## src/rtl/extent_file_allocator_defines.svh

```systemverilog
// assertion macros for the extent file allocator
`ifndef EXTENT_FILE_ALLOCATOR_DEFINES_SVH
`define EXTENT_FILE_ALLOCATOR_DEFINES_SVH

`ifndef ASSERT_OFF
`define EFA_ASSERT(name, expr, msg) \
  name: assert property (@(posedge clk) disable iff (rst) (expr)) else $error(msg);
`define EFA_ASSERT_IMP(name, pre, post, msg) \
  name: assert property (@(posedge clk) disable iff (rst) (pre) |-> (post)) else $error(msg);
`else
`define EFA_ASSERT(name, expr, msg)
`define EFA_ASSERT_IMP(name, pre, post, msg)
`endif

`endif

```

## src/rtl/efa_ram.sv

```systemverilog
module efa_ram #(
  parameter int WIDTH = 8,
  parameter int DEPTH = 16,
  localparam int AW = (DEPTH > 1) ? $clog2(DEPTH) : 1
) (
  input  logic             clk,
  input  logic             we,
  input  logic [AW-1:0]    waddr,
  input  logic [WIDTH-1:0] wdata,
  input  logic [AW-1:0]    raddr,
  output logic [WIDTH-1:0] rdata
);

  logic [WIDTH-1:0] mem [DEPTH];

  always_ff @(posedge clk) begin
    if (we) begin
      mem[waddr] <= wdata;
    end
    rdata <= mem[raddr];
  end

endmodule

```

## config.mk

```make
export PLATFORM = sky130hd
export DESIGN_NAME = efa_ram
export DESIGN_NICKNAME = d
export VERILOG_FILES = /design/src/rtl/extent_file_allocator_defines.svh /design/src/rtl/efa_ram.sv
export SDC_FILE = /design/constraint.sdc
export NUM_CORES = 1
export LEC_CHECK = 0
export BUFFER_PORTS_ARGS = -buffer_cell sky130_fd_sc_hd__buf_4
export CORE_MARGIN = 4
export CORE_UTILIZATION = 60
export DETAILED_ROUTE_END_ITERATION = 12
export GPL_TIMING_DRIVEN = 0
export PLACE_DENSITY = 0.83
export REMOVE_ABC_BUFFERS = 1
export SKIP_CTS_REPAIR_TIMING = 1
export SYNTH_ARGS = -nofsm -noshare
export SYNTH_HDL_FRONTEND = slang
export SYNTH_SLANG_ARGS = --single-unit
```

## constraint.sdc

```tcl
create_clock -name clk -period 2.15 [get_ports clk]
set_clock_uncertainty 0.05 [all_clocks]
set_input_delay 0.43 -clock clk [delete_from_list [all_inputs] [get_ports clk]]
set_output_delay 0.43 -clock clk [all_outputs]
set_load 0.01 [all_outputs]
```

After elaboration in Yosys (flattened, before gate mapping)
Memories as Yosys holds them, arrays and structs flattened. A register that Yosys moved wholly into a read port is not among the register bits. Index checks and enable logic that the tools add are counted. Widths: inputs -> output; s select.

$lt $le $gt $ge: 0. Bitwise gates (word level): 0. $add $sub $neg: 0. Multipliers: 0. Muxes and demuxes: 2. Shift operators: 0. Div/mod/pow operators: 0. Reductions and logical operators: 0. Eq/ne operators: 0.

Operator list (count): $mux 1 (2).

Output and inout bits: 8. RAM bits: 128. Bits in read-only memories: 0. Bits in registers: 0. Latch bits: 0. Bits of input ports: 18. Memories: 1.

Memory list: mem (depth 16, width 8, read ports 1, clocked after Yosys merged registers in 1, wr ports 1, line efa_ram.sv:14) `logic [WIDTH-1:0] mem [DEPTH];`.

Logic depth before layout (Yosys ltp)
Gate-level depths: netlist of the first run.

Depth in word-level cells: 2. Gate-level depth with buffers: 5. Mapped depth without buffers: 3.

Least setup slack after synthesis of the first run
OpenSTA, ideal clock, no wires.

Kind: input-to-reg. Start: input waddr[2]. End: memory mem[0][0], enable pin. Data required time: 1717 ps. Arrival time: 1540 ps. Stages: 2. Path slack: 177 ps. Library setup time: 383 ps. Cell sequence: or3b_2 > nor3_1.

RTL lines: start: declaration (line efa_ram.sv:8) `input logic [AW-1:0] waddr,`; end: declaration (line efa_ram.sv:14).

Straight into the memory's write port.

Final worst setup path of the first run
Start: input waddr[2]. End: memory mem[8][4], enable pin.

Straight into the memory's write port.

==> results.sh, run 1 <==
export IMPL_status="complete, no violations"
export IMPL_rows=33
export IMPL_min_period_ps=1760
export IMPL_tritoncts="built"
export IMPL_dieArea_mm2=0.0101
export IMPL_wl_met1_mm=3.54
export IMPL_met2_length_mm=4.62
export IMPL_p_int_mw=4.47
export IMPL_layout_common_cells="edfxtp_1, buf_4, mux4_2, a22oi_1, clkbuf_16"
export IMPL_final_common_cell="edfxtp_1"
export IMPL_grt_max_degree=33
export IMPL_yosysUniqueCellTypes=19
export IMPL_rsz0062_at_grt="no"
export IMPL_worst_pin_slew_ps=1340
export IMPL_swShare=0.205
export IMPL_grt_pass1_vias=2517
export IMPL_grt_pass1_wl_mm=14.1
export IMPL_drv_cap=0
export IMPL_path_class="primary input to flip-flop"
export IMPL_final_max_slew_viol_count=0
export IMPL_cp_max_fo=8
export IMPL_seqCellArea_mm2=0.00400
export IMPL_ys_ff_latch=136
export IMPL_die_w_um=101
export IMPL_synthToLayoutAreaGrowth_pct=14.0
export IMPL_wl_per_cell_um=23.8
export IMPL_fmax_ghz=0.569
export IMPL_crit_path_end_kind="flip-flop"
export IMPL_timing_rr_start="mem[10][2]"
export IMPL_maxUsedRoutingLayer="met4"
export IMPL_hp_class="primary input to flip-flop"
export IMPL_seq_power_share=0.531
export IMPL_grt_usage=0.198
export IMPL_hold_viol=0
export IMPL_p_comb_frac=0.050
export IMPL_antenna_cells=0
export IMPL_antenna_left=0
export IMPL_slowest_stage="nor3_1"
export IMPL_vdd_drop_max_uv=607
export IMPL_drc=0
export IMPL_holdPathStages=1
export IMPL_slew_headroom=0.101
export IMPL_cts_clk_slew_worst_paths_ps=60
export IMPL_dr_pass1_iters=5
export IMPL_ios=26
export IMPL_numPortBuffers=25
export IMPL_synth_seq_area_share=0.778
export IMPL_clkPwrFrac=0.419
export IMPL_worstPathRequired_ps=2210
export IMPL_fp_coreArea_mm2=0.00830
export IMPL_numCtsBuffers=17
export IMPL_power_density_mw_per_mm2=957
export IMPL_power_switching_mw=1.15
export IMPL_tns_ps=0
export IMPL_holdCritStartpoint="wdata[0]"
export IMPL_multi_input_area_mm2=0.00106
export IMPL_cts_sinks=136
export IMPL_vias=2412
export IMPL_root_buffer="clkbuf_8"
export IMPL_critPathLaunchType="primary input"
export IMPL_antenna_found_initial=0
export IMPL_crit_path_max_incr_delay_ps=1030
export IMPL_synth_cells=229
export IMPL_finalSetupViolCount=0
export IMPL_total_power_mw=5.62
export IMPL_crit_path_cell_trace="buf_4 > nand3b_1 > nor3_1"
export IMPL_gp_congestion=0.728
export IMPL_yosysWarnings=0
export IMPL_nNetsFinal=281
export IMPL_worst_ep_arrival_time_ps=1810
export IMPL_drt_total_wl_mm=9.03
export IMPL_drtIter0Drc=228
export IMPL_fillers=475
export IMPL_gr_total_overflow=0
export IMPL_hold_path_end="mem[10][0]"
export IMPL_place_hpwl_mm=5.39
export IMPL_wl_met3_um=743
export IMPL_p_leak_nw=1.95
export IMPL_die_y_um=101
export IMPL_min_period_over_period=0.818
export IMPL_synth_cell_area_mm2=0.00515
export IMPL_drive_above_1_share=0.251
export IMPL_worstRegToRegCells=3
export IMPL_avgSynthCellArea_um2=22.5
export IMPL_r2r_slack_ps=670
export IMPL_htreeDepth=4
export IMPL_clk_path_buf_depth=2
export IMPL_clk_latency_ps=510
export IMPL_reg2reg_to="rdata[2]"
export IMPL_vias_per_cell=6.35
export IMPL_start_util=0.620
## logic make-up (layout without fill, tap and decap cells)
family / after synthesis / after routing / synth area share
compound gates: 16 / 16 / 0.0233
buf+inv: 10 / 56 / 0.0168
simple gates: 35 / 35 / 0.0318
mux: 32 / 32 / 0.150
flops: 136 / 136 / 0.778
## sequential cells by signal (all words and copies together) (netlist names)
name / cells
mem: 128
rdata: 8
## synth_stat cells
master,n,area share
a22oi_1,16,0.023
and2_1,1,0.0012
and2b_1,1,0.0015
buf_2,3,0.0029
buf_4,1,0.0015
buf_6,3,0.0066
clkdlybuf4s25_2,3,0.0058
dfxtp_1,8,0.031
edfxtp_1,128,0.75
mux4_1,14,0.071
mux4_2,18,0.079
nand2_1,9,0.0066
nand2b_1,2,0.0024
nand3_1,1,0.00097
nand3b_1,2,0.0029
nor2_1,13,0.0095
nor2b_1,1,0.0012
nor3_1,4,0.0039
or3b_2,1,0.0017
## how the worst max path moves through the flow
stage	slack, ps	to	from	cells after the start
finish	390	mem[8][4]	waddr[2]	3
detailed placement	-510	mem[0][7]	waddr[2]	3
global route	320	mem[4][7]	waddr[3]	3
floorplan	180	mem[0][0]	waddr[2]	2
CTS	50	mem[0][1]	waddr[2]	3
global placement	-410	mem[0][7]	waddr[2]	3
## stage by stage
| stage | setup WS [ps] | instance area, um^2 | cells | hold slack (ps) | utilization |
|---|---|---|---|---|---|
| after floorplan | 177 | 5060 | 219 | 479 | - |
| after global placement | -411 | 5380 | 349 | 612 | 0.648 |
| after detailed placement | -508 | 5380 | 349 | 612 | 0.648 |
| after CTS | 53.0 | 5860 | 380 | 165 | 0.707 |
| after global routing | 323 | 5870 | 380 | 173 | 0.707 |
| final | 392 | 5870 | 380 | 184 | 0.707 |
## worst max-delay path, delay by kind of cell
kind | cells | cell delay, ps
buffers and inverters | 1 | 120
and+or+nand+nor | 2 | 1260
## layout make-up
cell class | count | area share
clock buffer | 19 | 0.0718
clock inverter | 12 | 0.0107
multi-input combinational | 83 | 0.181
sequential | 136 | 0.682
tap | 105 | 0.0224
timing repair buffer | 25 | 0.0320
## power by group through the flow
| stage | registers [mW] | logic [mW] | clock network (mW) |
|---|---|---|---|
| after global placement | 3.03 | 0.269 | 0 |
| after detailed placement | 3.04 | 0.279 | 0 |
| final | 2.98 | 0.280 | 2.36 |
| after floorplan | 3.04 | 0.119 | 0 |
| after global routing | 2.99 | 0.303 | 2.52 |
| after CTS | 2.98 | 0.281 | 2.39 |
## metal layers
metal  vias to the layer above  global-route usage
met5                         -                   0
met4                         0              0.0642
met3                        14              0.0630
met2                       123               0.313
met1                      1230               0.266
li1                       1045                   -
No activity file was read; power rests on OpenSTA's default activity.
==> run 2, diff against run 1 <==
==> constraint.sdc (replaced) <==
create_clock -name clk -period 1.7 [get_ports clk]
set_clock_uncertainty 0.05 [all_clocks]
set_input_delay 0.34 -clock clk [delete_from_list [all_inputs] [get_ports clk]]
set_output_delay 0.34 -clock clk [all_outputs]
set_load 0.01 [all_outputs]
==> results.sh, run 2 (same netlist as run 1, synthesis figures left out) <==
export IMPL_status="complete, no violations"
export IMPL_grt_usage=0.198
export IMPL_gp_congestion=0.728
export IMPL_antenna_cells=0
export IMPL_stdcell_count=380
export IMPL_vias=2422
export IMPL_fp_coreArea_mm2=0.00830
export IMPL_path_class="primary input to flip-flop"
export IMPL_drt_total_wl_mm=9.09
export IMPL_critPathLaunchType="primary input"
export IMPL_timing_rr_start="mem[10][2]"
export IMPL_fillers=474
export IMPL_htreeDepth=4
export IMPL_nNetsFinal=281
export IMPL_r2r_slack_ps=220
export IMPL_swShare=0.205
export IMPL_cts_sinks=136
export IMPL_numPortBuffers=25
export IMPL_dieArea_mm2=0.0101
export IMPL_worst_pin_slew_ps=1240
export IMPL_wl_per_cell_um=23.9
export IMPL_grt_max_degree=33
export IMPL_seqCellArea_mm2=0.00400
export IMPL_rsz0062_at_grt="no"
export IMPL_final_common_cell="edfxtp_1"
export IMPL_place_hpwl_mm=5.39
export IMPL_worstRegToRegCells=3
export IMPL_clk_latency_ps=510
export IMPL_seq_power_share=0.531
export IMPL_setup_ws_ps=126
export IMPL_gr_total_overflow=0
export IMPL_cts_clk_slew_worst_paths_ps=60
export IMPL_finalSetupViolCount=0
export IMPL_synthToLayoutAreaGrowth_pct=14.2
export IMPL_multi_input_area_mm2=0.00107
export IMPL_slew_headroom=0.165
export IMPL_dp_cells=349
export IMPL_vdd_drop_max_uv=772
export IMPL_crit_path_end_kind="flip-flop"
export IMPL_layout_common_cells="edfxtp_1, buf_4, mux4_2, a22oi_1, clkbuf_16"
export IMPL_largest_register_ffs=128
export IMPL_hold_viol=0
export IMPL_tritoncts="built"
export IMPL_fmax_ghz=0.635
export IMPL_p_comb_frac=0.050
export IMPL_startpoint="raddr[0]"
export IMPL_clkPwrFrac=0.419
export IMPL_ios=26
export IMPL_drive_above_1_share=0.258
export IMPL_reg2reg_to="rdata[2]"
export IMPL_min_period_over_period=0.926
export IMPL_cp_max_fo=32
export IMPL_final_max_slew_viol_count=0
export IMPL_top_register="mem"
export IMPL_power_density_mw_per_mm2=1210
export IMPL_drc=0
export IMPL_vias_per_cell=6.37
export IMPL_numCtsBuffers=17
export IMPL_dr_pass1_iters=5
export IMPL_rows=33
export IMPL_worst_ep_arrival_time_ps=1890
export IMPL_hold_worst_slack_ps=96.1
export IMPL_antenna_left=0
export IMPL_endpoint="rdata[2]"
export IMPL_place_area_mm2=0.00538
export IMPL_min_period_ps=1570
export IMPL_die_w_um=101
export IMPL_p_int_mw=5.65
export IMPL_antenna_found_initial=0
export IMPL_root_buffer="clkbuf_8"
export IMPL_grt_pass1_vias=2517
export IMPL_clk_path_buf_depth=2
export IMPL_grt_pass1_wl_mm=14.1
export IMPL_power_switching_mw=1.46
export IMPL_p_leak_nw=1.95
export IMPL_hp_class="primary input to flip-flop"
export IMPL_final_area_mm2=0.00588
export IMPL_reg_top3="mem (128), rdata (8)"
export IMPL_holdCritStartpoint="wdata[0]"
export IMPL_place_ws_ps=-868
export IMPL_start_util=0.620
export IMPL_drtIter0Drc=205
export IMPL_die_y_um=101
export IMPL_worstPathRequired_ps=2020
export IMPL_final_util=0.708
export IMPL_drv_cap=0
[run 2: how the worst min path moves through the flow]
stage	endpoint	slack, ps	depth (start not counted)
3_3_place_gp	mem[8][2]	590	1
3_5_place_dp	mem[13][4]	610	1
4_1_cts	mem[1][0]	70	1
6_report	mem[10][0]	100	1
5_1_grt	mem[4][0]	80	1
2_1_floorplan	mem[0][0]	390	0
[run 2: cell type report]
type                    instances  share of cell area
repair buffers                 25              0.0319
clock inverters                12              0.0106
well taps                     105              0.0223
multi-input cells              83               0.182
clock buffers                  19              0.0717
flip-flops and latches        136               0.681
[run 2: metal layers]
| metal | wire length [um] | part of all wire | GRT usage |
|---|---|---|---|
| met1 | 3570 | 0.39 | 0.266 |
| met2 | 4640 | 0.51 | 0.313 |
| met3 | 737 | 0.081 | 0.0630 |
| met4 | 140 | 0.015 | 0.0642 |
| met5 | 0 | 0 | 0 |
[run 2: stage by stage]
step | power (mW) | TNS, ps
floorplan | 4.00 | -1460
detailed placement | 4.19 | -32050
global route | 7.35 | 0
finish | 7.11 | 0
global placement | 4.17 | -28470
CTS | 7.15 | -2430
[run 2: worst max-delay path, stage by stage]
cell and delay (ps):
buf_4 470, mux4_1 650, a22oi_1 270, nand2_1 140
[run 2: power groups by stage]
| stage | clock [mW] | combinational (mW) | sequential (mW) |
|---|---|---|---|
| 2_1_floorplan | 0 | 0.150 | 3.84 |
| 3_3_place_gp | 0 | 0.340 | 3.83 |
| 3_5_place_dp | 0 | 0.352 | 3.84 |
| 4_1_cts | 3.03 | 0.355 | 3.77 |
| 5_1_grt | 3.19 | 0.384 | 3.78 |
| 6_report | 2.98 | 0.355 | 3.77 |
==> run 3, diff against run 2 <==
--- a/config.mk
+++ b/config.mk
@@ -12,6 +12,7 @@
 export GPL_TIMING_DRIVEN = 0
 export PLACE_DENSITY = 0.83
 export REMOVE_ABC_BUFFERS = 1
+export SETUP_SLACK_MARGIN = 0.5
 export SKIP_CTS_REPAIR_TIMING = 1
 export SYNTH_ARGS = -nofsm -noshare
 export SYNTH_HDL_FRONTEND = slang
==> results.sh, run 3 (same netlist as run 1, synthesis figures left out) <==
export IMPL_drv_cap=0
export IMPL_nNetsFinal=284
export IMPL_layout_common_cells="edfxtp_1, mux4_2, clkbuf_16, buf_4, mux4_1"
export IMPL_vias_per_cell=6.35
export IMPL_min_period_over_period=0.862
export IMPL_maxUsedRoutingLayer="met4"
export IMPL_vdd_drop_max_uv=779
export IMPL_worst_ep_arrival_time_ps=1790
export IMPL_holdCritStartpoint="wdata[1]"
export IMPL_met2_length_mm=4.89
export IMPL_finalSetupViolCount=0
export IMPL_rows=33
export IMPL_antenna_cells=0
export IMPL_power_switching_mw=1.50
export IMPL_start_util=0.620
export IMPL_die_w_um=101
export IMPL_dr_pass1_iters=4
export IMPL_grt_pass1_wl_mm=14.1
export IMPL_startpoint="mem[10][2]"
export IMPL_final_common_cell="edfxtp_1"
export IMPL_die_y_um=101
export IMPL_root_buffer="clkbuf_8"
export IMPL_total_power_mw=7.17
export IMPL_place_area_mm2=0.00538
export IMPL_cp_max_fo=1
export IMPL_hp_class="primary input to flip-flop"
export IMPL_final_area_mm2=0.00607
export IMPL_worstRegToRegCells=3
export IMPL_path_class="flip-flop to flip-flop"
export IMPL_timing_rr_start="mem[10][2]"
export IMPL_tritoncts="built"
export IMPL_min_period_ps=1470
export IMPL_fmax_ghz=0.683
export IMPL_reg_top3="mem (128), rdata (8)"
export IMPL_synthToLayoutAreaGrowth_pct=17.9
export IMPL_drt_total_wl_mm=9.46
export IMPL_clk_path_buf_depth=2
export IMPL_cts_clk_slew_worst_paths_ps=60
export IMPL_numCtsBuffers=17
export IMPL_drtIter0Drc=172
export IMPL_swShare=0.209
export IMPL_clkPwrFrac=0.418
export IMPL_seq_power_share=0.527
export IMPL_grt_usage=0.198
export IMPL_cts_sinks=136
export IMPL_final_max_slew_viol_count=0
export IMPL_wl_met3_um=860
export IMPL_fp_coreArea_mm2=0.00830
export IMPL_holdPathStages=1
export IMPL_p_int_mw=5.68
export IMPL_antenna_found_initial=0
export IMPL_clk_latency_ps=510
export IMPL_status="complete, no violations"
export IMPL_critPathLaunchType="flip-flop"
export IMPL_power_density_mw_per_mm2=1180
export IMPL_vias=2431
export IMPL_top_register="mem"
export IMPL_rsz0062_at_grt="yes"
export IMPL_dieArea_mm2=0.0101
export IMPL_gr_total_overflow=0
export IMPL_worst_pin_slew_ps=804
export IMPL_grt_pass1_vias=2517
export IMPL_drive_above_1_share=0.349
export IMPL_numPortBuffers=25
export IMPL_antenna_left=0
export IMPL_place_hpwl_mm=5.39
export IMPL_hold_viol=0
export IMPL_p_comb_frac=0.055
export IMPL_htreeDepth=4
export IMPL_wl_per_cell_um=24.7
export IMPL_p_leak_nw=2.00
export IMPL_crit_path_end_kind="flip-flop"
export IMPL_largest_register_ffs=128
export IMPL_wl_met1_mm=3.57
export IMPL_worstPathRequired_ps=2020
export IMPL_ios=26
export IMPL_drc=0
export IMPL_grt_max_degree=33
export IMPL_gp_congestion=0.728
export IMPL_slew_headroom=0.461
run 3: cell count changes in the layout (fill, tap and decap cells not counted), sizes merged:
cell,before,now
buf,25,28
run 3: area by class of cell:
class,instances,area (um^2)
Sequential cell,136,4010
Multi-Input combinational cell,83,1160
Fill cell,454,2230
Tap cell,105,131
Clock buffer,19,422
Clock inverter,12,62.6
Timing Repair Buffer,28,282
run 3: through the flow:
| step | hold WS (ps) | instances | setup slack (ps) | util | TNS [ps] |
|---|---|---|---|---|---|
| CTS | 74.7 | 380 | -307 | 0.707 | -2430 |
| floorplan | 389 | 219 | -183 | - | -1460 |
| finish | 96.2 | 383 | 235 | 0.731 | 0 |
| global route | 88.7 | 383 | 219 | 0.731 | 0 |
| detailed placement | 609 | 349 | -868 | 0.648 | -32050 |
| global placement | 593 | 349 | -771 | 0.648 | -28470 |
run 3: power groups by stage:
stage | logic (mW) | registers [mW] | clock network [mW]
2_1_floorplan | 0.150 | 3.84 | 0
3_3_place_gp | 0.340 | 3.83 | 0
3_5_place_dp | 0.352 | 3.84 | 0
4_1_cts | 0.355 | 3.77 | 3.03
5_1_grt | 0.426 | 3.78 | 3.19
6_report | 0.395 | 3.78 | 3.00
run 3: critical path, stage by stage (launching register included):
cell      delay (ps)
edfxtp_1         370
mux4_1           540
a22oi_2          240
nand2_1          120
run 3: layer usage:
layer  track usage  vias up
li1              -     1045
met1         0.266     1254
met2         0.313      119
met3        0.0630       13
met4        0.0642        0
met5             0        -
run 3: worst paths after layout:
path,to,slack (ps)
worst max-delay path,rdata[2],230
worst min-delay path,mem[8][1],100
worst max register to register,rdata[2],230
worst min register to register,rdata[7],630
